`src/rtl/core/spdc_pkg.sv`:
```
`default_nettype none

package spdc_pkg;

    // Fixed class layout: four strict-priority classes, 0 highest
    localparam int CLASS_COUNT = 4;
    localparam int CLASS_BITS  = 2;

    // Defaults for the top-level parameters
    localparam int DEF_QUEUE_DEPTH   = 16;
    localparam int DEF_ID_BITS       = 16;
    localparam int DEF_DURATION_BITS = 16;

    // Input action codes
    localparam logic ACT_ARRIVAL = 1'b0;
    localparam logic ACT_TICK    = 1'b1;

    // Result outcome codes
    localparam logic OUT_ANSWERED = 1'b0;
    localparam logic OUT_DROPPED  = 1'b1;

    // Controller states, one-hot
    typedef enum logic [1:0] {
        ST_IDLE = 2'b01,
        ST_READ = 2'b10
    } state_t;

endpackage

`default_nettype wire

```
`src/rtl/core/spdc_store.sv`:
```
`default_nettype none

module spdc_store #(
    parameter int ADDR_BITS = 6,
    parameter int DATA_BITS = 32
) (
    input  wire logic                 clk,
    input  wire logic                 wr_en,
    input  wire logic [ADDR_BITS-1:0] wr_addr,
    input  wire logic [DATA_BITS-1:0] wr_data,
    input  wire logic                 rd_en,
    input  wire logic [ADDR_BITS-1:0] rd_addr,
    output logic      [DATA_BITS-1:0] rd_data
);

    localparam int DEPTH = 1 << ADDR_BITS;

    logic [DATA_BITS-1:0] mem [DEPTH];
    logic [DATA_BITS-1:0] rd_data_reg;

    // Write one entry
    always_ff @(posedge clk)
    begin
        if (wr_en)
        begin
            mem[wr_addr] <= wr_data;
        end
    end

    // Read one entry, registered
    always_ff @(posedge clk)
    begin
        if (rd_en)
        begin
            rd_data_reg <= mem[rd_addr];
        end
    end

    assign rd_data = rd_data_reg;

endmodule

`default_nettype wire

```
`src/rtl/core/spdc_ctrl.sv`:
```
`default_nettype none

module spdc_ctrl #(
    parameter int QUEUE_DEPTH   = spdc_pkg::DEF_QUEUE_DEPTH,
    parameter int ID_BITS       = spdc_pkg::DEF_ID_BITS,
    parameter int DURATION_BITS = spdc_pkg::DEF_DURATION_BITS,
    parameter int PTR_BITS      = (QUEUE_DEPTH > 1) ? $clog2(QUEUE_DEPTH) : 1,
    parameter int ADDR_BITS     = spdc_pkg::CLASS_BITS + PTR_BITS,
    parameter int DATA_BITS     = ID_BITS + DURATION_BITS
) (
    input  wire logic                                clk,
    input  wire logic                                rst_n,
    input  wire logic                                start,
    input  wire logic                                action,
    input  wire logic [ID_BITS-1:0]                  caller_id,
    input  wire logic [spdc_pkg::CLASS_BITS-1:0]     priority_class,
    input  wire logic [DURATION_BITS-1:0]            call_duration,
    output logic                                     busy,
    output logic                                     done,
    output logic                                     outcome,
    output logic      [ID_BITS-1:0]                  served_id,
    output logic      [spdc_pkg::CLASS_BITS-1:0]     served_class,
    output logic                                     wr_en,
    output logic      [ADDR_BITS-1:0]                wr_addr,
    output logic      [DATA_BITS-1:0]                wr_data,
    output logic                                     rd_en,
    output logic      [ADDR_BITS-1:0]                rd_addr,
    input  wire logic [DATA_BITS-1:0]                rd_data
);

    localparam int CLASS_COUNT = spdc_pkg::CLASS_COUNT;
    localparam int CLASS_BITS  = spdc_pkg::CLASS_BITS;
    localparam int FILL_BITS   = $clog2(QUEUE_DEPTH + 1);

    spdc_pkg::state_t state_reg, state_next;

    logic [PTR_BITS-1:0]      head_reg [CLASS_COUNT];
    logic [PTR_BITS-1:0]      head_next [CLASS_COUNT];
    logic [PTR_BITS-1:0]      tail_reg [CLASS_COUNT];
    logic [PTR_BITS-1:0]      tail_next [CLASS_COUNT];
    logic [FILL_BITS-1:0]     fill_reg [CLASS_COUNT];
    logic [FILL_BITS-1:0]     fill_next [CLASS_COUNT];
    logic [DURATION_BITS-1:0] busy_ticks_reg, busy_ticks_next;
    logic                     done_reg, done_next;
    logic                     outcome_reg, outcome_next;
    logic [ID_BITS-1:0]       served_id_reg, served_id_next;
    logic [CLASS_BITS-1:0]    served_class_reg, served_class_next;
    logic [CLASS_BITS-1:0]    pop_class_reg, pop_class_next;

    logic                     accept;
    logic                     queue_full;
    logic                     drop;
    logic                     pop;
    logic                     found;
    logic [CLASS_BITS-1:0]    sel_class;
    logic [ID_BITS-1:0]       rd_id;
    logic [DURATION_BITS-1:0] rd_dur;

    assign accept = start && (state_reg == spdc_pkg::ST_IDLE);
    assign busy   = (state_reg != spdc_pkg::ST_IDLE);

    // Pick the highest-priority (lowest-numbered) non-empty class
    always_comb
    begin
        found     = 1'b0;
        sel_class = '0;
        for (int i = CLASS_COUNT - 1; i >= 0; i--)
        begin
            if (fill_reg[i] != '0)
            begin
                found     = 1'b1;
                sel_class = CLASS_BITS'(i);
            end
        end
    end

    assign queue_full = (fill_reg[priority_class] == FILL_BITS'(QUEUE_DEPTH));
    assign drop       = accept && (action == spdc_pkg::ACT_ARRIVAL) && queue_full;
    assign pop        = accept && (action == spdc_pkg::ACT_TICK)
                        && (busy_ticks_reg == '0) && found;

    // Store request: append on arrival, fetch the chosen head on an answering tick
    assign wr_en   = accept && (action == spdc_pkg::ACT_ARRIVAL) && !queue_full;
    assign wr_addr = {priority_class, tail_reg[priority_class]};
    assign wr_data = {caller_id, call_duration};
    assign rd_en   = pop;
    assign rd_addr = {sel_class, head_reg[sel_class]};

    assign rd_id  = rd_data[DATA_BITS-1 -: ID_BITS];
    assign rd_dur = rd_data[DURATION_BITS-1:0];

    // Advance pointers, fill counts, busy count and state
    always_comb
    begin
        state_next      = state_reg;
        busy_ticks_next = busy_ticks_reg;
        pop_class_next  = pop_class_reg;
        for (int i = 0; i < CLASS_COUNT; i++)
        begin
            head_next[i] = head_reg[i];
            tail_next[i] = tail_reg[i];
            fill_next[i] = fill_reg[i];
        end

        case (state_reg)
            spdc_pkg::ST_IDLE:
            begin
                if (wr_en)
                begin
                    tail_next[priority_class] =
                        (tail_reg[priority_class] == PTR_BITS'(QUEUE_DEPTH - 1))
                        ? '0 : tail_reg[priority_class] + PTR_BITS'(1);
                    fill_next[priority_class] = fill_reg[priority_class] + FILL_BITS'(1);
                end
                if (pop)
                begin
                    head_next[sel_class] =
                        (head_reg[sel_class] == PTR_BITS'(QUEUE_DEPTH - 1))
                        ? '0 : head_reg[sel_class] + PTR_BITS'(1);
                    fill_next[sel_class] = fill_reg[sel_class] - FILL_BITS'(1);
                    pop_class_next       = sel_class;
                    state_next           = spdc_pkg::ST_READ;
                end
                else if (accept && (action == spdc_pkg::ACT_TICK)
                         && (busy_ticks_reg != '0))
                begin
                    busy_ticks_next = busy_ticks_reg - DURATION_BITS'(1);
                end
            end
            spdc_pkg::ST_READ:
            begin
                // Load the answered call's duration, already counting this tick
                busy_ticks_next = (rd_dur != '0) ? rd_dur - DURATION_BITS'(1) : '0;
                state_next      = spdc_pkg::ST_IDLE;
            end
            default:
            begin
                state_next = spdc_pkg::ST_IDLE;
            end
        endcase
    end

    // Form the result item
    always_comb
    begin
        done_next         = 1'b0;
        outcome_next      = outcome_reg;
        served_id_next    = served_id_reg;
        served_class_next = served_class_reg;
        if (state_reg == spdc_pkg::ST_READ)
        begin
            done_next         = 1'b1;
            outcome_next      = spdc_pkg::OUT_ANSWERED;
            served_id_next    = rd_id;
            served_class_next = pop_class_reg;
        end
        else if (drop)
        begin
            done_next         = 1'b1;
            outcome_next      = spdc_pkg::OUT_DROPPED;
            served_id_next    = caller_id;
            served_class_next = priority_class;
        end
    end

    // Control registers
    always_ff @(posedge clk or negedge rst_n)
    begin
        if (!rst_n)
        begin
            state_reg      <= spdc_pkg::ST_IDLE;
            busy_ticks_reg <= '0;
            done_reg       <= 1'b0;
            for (int i = 0; i < CLASS_COUNT; i++)
            begin
                head_reg[i] <= '0;
                tail_reg[i] <= '0;
                fill_reg[i] <= '0;
            end
        end
        else
        begin
            state_reg      <= state_next;
            busy_ticks_reg <= busy_ticks_next;
            done_reg       <= done_next;
            for (int i = 0; i < CLASS_COUNT; i++)
            begin
                head_reg[i] <= head_next[i];
                tail_reg[i] <= tail_next[i];
                fill_reg[i] <= fill_next[i];
            end
        end
    end

    // Payload registers
    always_ff @(posedge clk)
    begin
        pop_class_reg    <= pop_class_next;
        outcome_reg      <= outcome_next;
        served_id_reg    <= served_id_next;
        served_class_reg <= served_class_next;
    end

    assign done         = done_reg;
    assign outcome      = outcome_reg;
    assign served_id    = served_id_reg;
    assign served_class = served_class_reg;

endmodule

`default_nettype wire

```
`src/rtl/core/strict_priority_call_dispatcher_unit.sv`:
```
`default_nettype none

// Strict-priority call dispatcher: one server fed by four FIFO classes, class 0
// first. Issue an item by raising start while busy is low. An arrival (action 0)
// is taken without making busy go high; if its class queue is full, a drop
// result comes out in the next cycle. A tick (action 1) that finds the server
// idle and a call waiting reads the head entry from the call store: the store's
// registered read data and then the done register lie between the tick being
// taken and the answered call coming out. Any other tick is taken without making
// busy go high and gives no result. Each result is shown on done for exactly one
// cycle and cannot be held off by the receiver, so it must be captured when done is high.

module strict_priority_call_dispatcher_unit #(
    parameter int QUEUE_DEPTH   = spdc_pkg::DEF_QUEUE_DEPTH,
    parameter int ID_BITS       = spdc_pkg::DEF_ID_BITS,
    parameter int DURATION_BITS = spdc_pkg::DEF_DURATION_BITS
) (
    input  wire logic                            clk,
    input  wire logic                            rst_n,
    input  wire logic                            start,
    output logic                                 busy,
    input  wire logic                            action,
    input  wire logic [ID_BITS-1:0]              caller_id,
    input  wire logic [spdc_pkg::CLASS_BITS-1:0] priority_class,
    input  wire logic [DURATION_BITS-1:0]        call_duration,
    output logic                                 done,
    output logic                                 outcome,
    output logic      [ID_BITS-1:0]              served_id,
    output logic      [spdc_pkg::CLASS_BITS-1:0] served_class
);

    localparam int PTR_BITS  = (QUEUE_DEPTH > 1) ? $clog2(QUEUE_DEPTH) : 1;
    localparam int ADDR_BITS = spdc_pkg::CLASS_BITS + PTR_BITS;
    localparam int DATA_BITS = ID_BITS + DURATION_BITS;

    logic                 wr_en;
    logic [ADDR_BITS-1:0] wr_addr;
    logic [DATA_BITS-1:0] wr_data;
    logic                 rd_en;
    logic [ADDR_BITS-1:0] rd_addr;
    logic [DATA_BITS-1:0] rd_data;

    // Queue control and result formation
    spdc_ctrl #(
        .QUEUE_DEPTH   (QUEUE_DEPTH),
        .ID_BITS       (ID_BITS),
        .DURATION_BITS (DURATION_BITS),
        .PTR_BITS      (PTR_BITS),
        .ADDR_BITS     (ADDR_BITS),
        .DATA_BITS     (DATA_BITS)
    ) u_ctrl (
        .clk            (clk),
        .rst_n          (rst_n),
        .start          (start),
        .action         (action),
        .caller_id      (caller_id),
        .priority_class (priority_class),
        .call_duration  (call_duration),
        .busy           (busy),
        .done           (done),
        .outcome        (outcome),
        .served_id      (served_id),
        .served_class   (served_class),
        .wr_en          (wr_en),
        .wr_addr        (wr_addr),
        .wr_data        (wr_data),
        .rd_en          (rd_en),
        .rd_addr        (rd_addr),
        .rd_data        (rd_data)
    );

    // Call store: one region per class
    spdc_store #(
        .ADDR_BITS (ADDR_BITS),
        .DATA_BITS (DATA_BITS)
    ) u_store (
        .clk     (clk),
        .wr_en   (wr_en),
        .wr_addr (wr_addr),
        .wr_data (wr_data),
        .rd_en   (rd_en),
        .rd_addr (rd_addr),
        .rd_data (rd_data)
    );

endmodule

`default_nettype wire

```
`config.mk`:
```
export PLATFORM = sky130hd
export DESIGN_NAME = strict_priority_call_dispatcher_unit
export DESIGN_NICKNAME = d
export VERILOG_FILES = /design/src/rtl/core/spdc_pkg.sv /design/src/rtl/core/spdc_store.sv /design/src/rtl/core/spdc_ctrl.sv /design/src/rtl/core/strict_priority_call_dispatcher_unit.sv
export SDC_FILE = /design/constraint.sdc
export NUM_CORES = 2
export LEC_CHECK = 0
export BUFFER_PORTS_ARGS = -buffer_cell sky130_fd_sc_hd__buf_2
export CAP_MARGIN = 10
export CORE_MARGIN = 3
export CORE_UTILIZATION = 54
export DETAILED_ROUTE_END_ITERATION = 8
export GPL_TIMING_DRIVEN = 1
export PLACE_DENSITY = 0.7
export SYNTH_ARGS = -nofsm -noshare
export SYNTH_HDL_FRONTEND = slang
export SYNTH_HIERARCHICAL = 1
export SYNTH_SLANG_ARGS = --single-unit
export TNS_END_PERCENT = 5
```
`constraint.sdc`:
```
create_clock -name clk -period 10.4 [get_ports clk]
set_input_delay 0.52 -clock clk [delete_from_list [all_inputs] [get_ports clk]]
set_output_delay 0.52 -clock clk [all_outputs]
set_load 0.02 [all_outputs]
```
=== Yosys cells after proc, flatten, opt, wreduce, memory -nomap -nowiden ===
Memory sizes are Yosys's and may differ from the RTL's. A register that Yosys moved wholly into a read port is not among the register bits.
Index checks and enable logic that the tools add are counted.
W data, S select, Z words.

* Bits in writable memories: 2048
* Bits in registers: 92
* Logic and storage cells: 116
* Output and inout bits: 21
* Memories: 1
* Input bits: 38

{| class="wikitable"
|+ Memories
! memory !! words !! width !! rd ports !! clocked after memory_dff !! write ports !! RTL line !! source
|-
| u_store.mem || 64 || 32 || 1 || 1 || 1 || spdc_store.sv:18 || <nowiki>logic [DATA_BITS-1:0] mem [DEPTH];</nowiki>
|}

* $add $sub $neg: 6
* Equality and inequality tests: 9
* Multiplexer cells: 51
* Bitwise logic cells: 3
* Magnitude comparators: 4
* Reduce and logical (&&, ||, !) cells: 23

{| class="wikitable"
|+ Operators with widths
! cell !! number
|-
| $mux W16 || 5
|-
| $mux W20 || 3
|-
| $bwmux W20 || 2
|-
| $bwmux W16 || 2
|-
| $mux W4 || 8
|-
| $pmux W16 S2 || 1
|-
| $reduce_bool A16 Y1 || 2
|-
| $sub A16 B1 Y16 const B || 2
|-
| $mux W5 || 6
|-
| $bmux W5 S2 || 2
|-
| $demux W5 S2 || 2
|-
| $reduce_bool A5 Y1 || 4
|-
| $bmux W4 S2 || 2
|-
| $demux W4 S2 || 2
|-
| $logic_not A16 Y1 || 1
|-
| $mux W2 || 8
|-
| $logic_and A1 B1 Y1 || 10
|-
| $add A4 B1 Y4 const B || 2
|-
| $eq A4 B4 Y1 const B || 2
|-
| $mux W1 || 8
|-
| $ge A3 B3 Y1 const B || 2
|-
| $lt A3 B1 Y1 const B || 2
|-
| $ne A2 B2 Y1 const B || 3
|-
| $not A2 Y3 || 2
|-
| 11 further kinds || 13
|}

=== Logic depth before layout (Yosys ltp) ===
* Word-level depth: 12
* Gate-level depth with buffers: 16
* Depth with buffers taken out: 10

=== Modules after synthesis ===
Netlist, hierarchy kept.

{| class="wikitable"
|+ Modules (own cells, without submodules)
! module !! instances !! cells each !! seq. area each (um2) !! area each (um2)
|-
| spdc_store || 1 || 3324 || 62459.9 || 78835.6
|-
| spdc_ctrl || 1 || 548 || 2398.6 || 5550.3
|}

=== Worst setup path after synthesis ===
Ideal clock, no wire load.

* Kind: input port to flip-flop
* From: in priority_class[1] (netlist name)
* To: mem u_store.mem[48][0] (enable)
* Arrival time: 4672 ps
* Data required time: 9939 ps
* Stages on the path: 10
* Slack: 5267 ps
* Path buffers: 2
* Setup time: 461 ps
* Path through: clkbuf_1 > clkbuf_1 > mux4_2 > inv_1 > ha_1 > and4bb_4 > nor3_4 > nor2b_1 > nand4b_1 > nor3_1

* Longest elaborated chain between the ends: 9
* Elaborated cells on any way between the ends: 12
* Those cells by class: 1 x eq/ne; 8 x mux; 1 x bitwise; 2 x reduce/logical

{| class="wikitable"
|+ Ends and longest elaborated chain
! item !! RTL line !! source
|-
| start, declared || strict_priority_call_dispatcher_unit.sv:24 || <nowiki>input wire logic [spdc_pkg::CLASS_BITS-1:0] priority_class,</nowiki>
|-
| $not A2 Y3 (implied by the code) || spdc_ctrl.sv:77 || <nowiki>assign queue_full = (fill_reg[priority_class] == FILL_BITS'(QUEUE_DEPTH));</nowiki>
|-
| $bmux W5 S2 || spdc_ctrl.sv:77 ||
|-
| $mux W5 (implied by the code) (2 in a row) || spdc_ctrl.sv:77 ||
|-
| $eq A5 B5 Y1 || spdc_ctrl.sv:77 ||
|-
| $logic_not A1 Y1 || spdc_ctrl.sv:83 || <nowiki>assign wr_en = accept && (action == spdc_pkg::ACT_ARRIVAL) && !queue_full;</nowiki>
|-
| $logic_and A1 B1 Y1 || spdc_ctrl.sv:83 ||
|-
| net wr_en || strict_priority_call_dispatcher_unit.sv:36 || <nowiki>logic wr_en;</nowiki>
|-
| $mux W1 || spdc_store.sv:24 || <nowiki>if (wr_en)</nowiki>
|-
| $mux W1 (implied by the code) || spdc_store.sv:26 || <nowiki>mem[wr_addr] <= wr_data;</nowiki>
|-
| end, declared || spdc_store.sv:18 ||
|}

The timed path passes the listed nets, and every way through them passes these cells. The select of a mux whose other input is x is not followed.

=== Worst setup path in the final report ===
* From: reg u_ctrl/fill_reg[15] (netlist name)
* To: reg u_store.rd_data_reg[13] (netlist: u_store/rd_data[13]) (read register of u_store.mem), data pin

* Longest elaborated chain between the ends: 6
* Elaborated cells on any way between the ends: 8
* Those cells by class: 5 x mux; 1 x bitwise; 2 x reduce/logical

{| class="wikitable"
|+ Ends and longest elaborated chain
! item !! RTL line !! source
|-
| start, declared || spdc_ctrl.sv:41 || <nowiki>logic [FILL_BITS-1:0] fill_reg [CLASS_COUNT];</nowiki>
|-
| start signal, assigned by index || spdc_ctrl.sv:190 || <nowiki>fill_reg[i] <= fill_next[i];</nowiki>
|-
| $reduce_bool A5 Y1 || spdc_ctrl.sv:69 || <nowiki>if (fill_reg[i] != '0)</nowiki>
|-
| $mux W2 || spdc_ctrl.sv:69 ||
|-
| $not A2 Y3 (implied by the code) || spdc_ctrl.sv:87 || <nowiki>assign rd_addr = {sel_class, head_reg[sel_class]};</nowiki>
|-
| $bmux W4 S2 || spdc_ctrl.sv:87 ||
|-
| $mux W4 (implied by the code) (2 in a row) || spdc_ctrl.sv:87 ||
|-
| net rd_addr[0] || strict_priority_call_dispatcher_unit.sv:40 || <nowiki>logic [ADDR_BITS-1:0] rd_addr;</nowiki>
|-
| end, declared || spdc_store.sv:19 || <nowiki>logic [DATA_BITS-1:0] rd_data_reg;</nowiki>
|}

The timed path passes the listed nets, and every way through them passes these cells. The select of a mux whose other input is x is not followed.
A chain may end at the register's enable or synchronous reset.

==> results.cfg <==
[synth]
synth.distinct_cells = 81
synth_cells = 3872
ys_ff_latch = 2172
synth_top_flop_cell = edfxtp_1
ys_seq_area_frac = 0.769
synth_area_sq_um = 84400
syn_nets = 3917
synthArstFlopShare = 0.0327
syn_avg_cell_area_sq_um = 21.8
ys_warn_count = 6
synth-edff-count = 2100

[setup_path]
crit_fanout = 97
startpoint_type = flip-flop
end_kind = flip-flop
rrSetupSlack_ns = 4.44
critPathKind = flip-flop to flip-flop
arrival_ns = 6.49
worstPathRequired_ns = 10.94

[clock_network]
numCtsBuffers = 207
clock-root-buffer = clkbuf_16
cts_num_sinks = 2172
clk_latency_ns = 0.83
ctsResizeCount = 0
cts_tree = yes
cts.path.max_buffers = 3
htreeDepth = 4
path_clk_slew_ns = 0.06

[placement]
dpl_worst_slack_ns = 4.60
detailedPlacementHpwl_mm = 116
routabilityCongestion = 0.887
io_buffers = 58

[sta]
rsz0062_at_grt = false
hold_viol = 0
fin_crit_ns = 5.96
setup_ws_ns = 4.44
finalSetupViolations = 0
slew_violations = 0
finalClockSkew_ns = 0.0362
slew_headroom = 0.165
timing.fmax_mhz = 168
worstMarginPinSlew_ns = 1.24
setup-tns-final_ns = 0
period_share = 0.573

[detailed_routing]
dr_wl_met3_mm = 24.5
wl_met1_mm = 81.6
wirelength_mm = 215
vias = 42000
wl_met2_mm = 101
drc = 0
drt_iter0_drc = 6029
wl_per_cell_microns = 34.2
top_layer = met5
firstDrtPassIters = 6
avgViaCountPerCell = 6.70
antenna_left = 0

[global_route]
grt_pass1_vias = 41500
grt_overflow = 0
grt_pass1_wl_mm = 306
grt_max_degree = 139
antenna_found_initial = 11
grtUsageTotal = 0.268

[floorplan]
initial_utilization = 0.546
die_h_microns = 401
core_sq_um = 155000
dieArea_sq_um = 161000
io_pins = 59
num_rows = 144
die_x_microns = 401

[flow_run]
drv_cap = 0

[cells_and_area]
syn_to_final_growth_pct = 11.9
largest_register_ffs = 2048
nNetsFinal = 4098
drive_gt1_frac = 0.278

[pwr]
p_leak_nw = 28.9
peakVddDrop_uv = 175
power_density_nw_per_um2 = 229

[worst_hold_path]
min_path_type = primary input to flip-flop

[run_status]
status = finished, final reports clean
==> cells by family after synthesis <==
group | share of synthesized area
AO/OA/AOI/OAI | 0.0273
XOR/XNOR | 0.00197
adder cells (fa/ha/maj) | 0.00104
buffers and inverters | 0.0151
flip-flops | 0.769
multiplexers | 0.163
AND/OR/NAND/NOR | 0.0229
==> cell usage after synthesis, drive strengths merged (3+ instances only) <==
cell type  instances  area, sq um
inv               14         52.6
a31oi             15         93.8
and3               5         31.3
nor3b              4         30.0
nand2             81          307
nor3              22          121
nand4              8         50.1
edfxtp          2100        63100
o21bai             3         22.5
a41o               5         50.1
nand3b             9         75.1
or3                4         30.0
o21a              12         90.1
o22ai            104          651
o221ai            27          236
nor4              10         83.8
clkbuf            86          323
and2               5         31.3
o2bb2ai            4         35.0
or4                4         30.0
a31o               6         52.6
a311oi             9         85.1
mux2              32          360
xnor2             11         96.3
a211oi             7         62.6
dfrtp             70         1750
mux4             553        12500
nor2             190          721
o21ai             17         85.1
or3b               6         52.6
buf              146          898
o32ai              4         35.0
ha                 7         87.6
xor2               8         70.1
or2                6         37.5
mux2i             94          941
nand3             17         90.1
nand2b            10         62.6
a21oi             94          478
nor2b             19          119
o22a              10         87.6
a22oi             12         90.1
==> layout make-up <==
cell class,count,area [sq um]
sequential,2172,64900
fill,10500,60200
multi-input combinational,1454,18800
clock buffer,251,5370
tap,2044,2560
timing repair buffer,204,1510
clock inverter,136,1270
inverter,14,55.1
antenna,2,5.00
==> critical path: stages, from the launching register on <==
cell and delay [ns]:
dfrtp_1 0.44, nor3_1 0.42, nand2_1 0.32, nor2_1 0.46, nand2_1 0.18, nand3_4 0.41, buf_4 0.61, buf_12 0.44
mux4_2 0.62, o22ai_1 0.24, nor2_1 0.19, a21oi_1 0.73, nor2_1 0.08
==> placed cells by master, fill, tap and decap left out, types with 13 or more instances in the layout <==
cell type,count
edfxtp_1,2100
mux2i_1,94
buf_2,58
nand2_1,80
clkinv_2,33
nor2b_1,17
nor2_1,126
bufinv_16,18
a31oi_1,15
o21ai_0,14
o22ai_1,104
clkbuf_16,208
mux2_2,32
o221ai_1,27
mux4_2,549
nor3_1,19
clkbuf_1,43
inv_1,13
nand3_1,15
clkinv_1,59
nor2_4,63
dfrtp_1,70
a21oi_1,90
buf_4,135
==> power by group <==
group          internal, mW  switching, mW
clock network          4.13           3.21
logic                  1.87           2.48
registers              9.81          0.129
total                  15.8           5.82
==> what timing repair did <==
item	CTS	global route
hold buffers	1	0
buffers inserted	0	0
endpoints found under the hold margin	70	0
==> metrics by stage <==
stage | hold WS (ns) | instance area [sq um] | instances | power (mW) | utilization
after floorplan | 0.224 | 84400 | 3872 | 13.1 | -
after global placement | 0.446 | 87700 | 5882 | 14.4 | 0.567
after detailed placement | 0.463 | 87700 | 5883 | 14.5 | 0.567
after CTS | 0.0620 | 94300 | 6271 | 21.8 | 0.610
after global routing | 0.0894 | 94400 | 6275 | 22.3 | 0.611
final | 0.107 | 94400 | 6277 | 21.6 | 0.611
==> worst paths after layout <==
| kind | from | end | depth (start not counted) |
|---|---|---|---|
| setup / recovery | u_ctrl/fill_reg[15]$_DFFE_PN0P_ | u_store/rd_data[13]$_DFFE_PP_ | 12 |
| hold / removal | caller_id[11] | u_store/mem[0][27]$_DFFE_PP_ | 1 |
| setup reg to reg | u_ctrl/fill_reg[15]$_DFFE_PN0P_ | u_store/rd_data[13]$_DFFE_PP_ | 12 |
| hold reg to reg | u_ctrl/tail_reg[14]$_DFFE_PN0P_ | u_ctrl/tail_reg[14]$_DFFE_PN0P_ | 2 |
| max in group asynchronous | rst_n | u_ctrl/busy_ticks_reg[1]$_DFFE_PN0P_ | 3 |
| min in group asynchronous | rst_n | u_ctrl/fill_reg[6]$_DFFE_PN0P_ | 3 |
==> metal layers <==
| layer | track usage | up-vias |
|---|---|---|
| met2 | 0.410 | 2556 |
| met3 | 0.0618 | 369 |
| met4 | 0.0914 | 4 |
| li1 | - | 16700 |
| met1 | 0.386 | 22400 |
| met5 | 0 | - |
No activity file was read; power rests on OpenSTA's default activity.
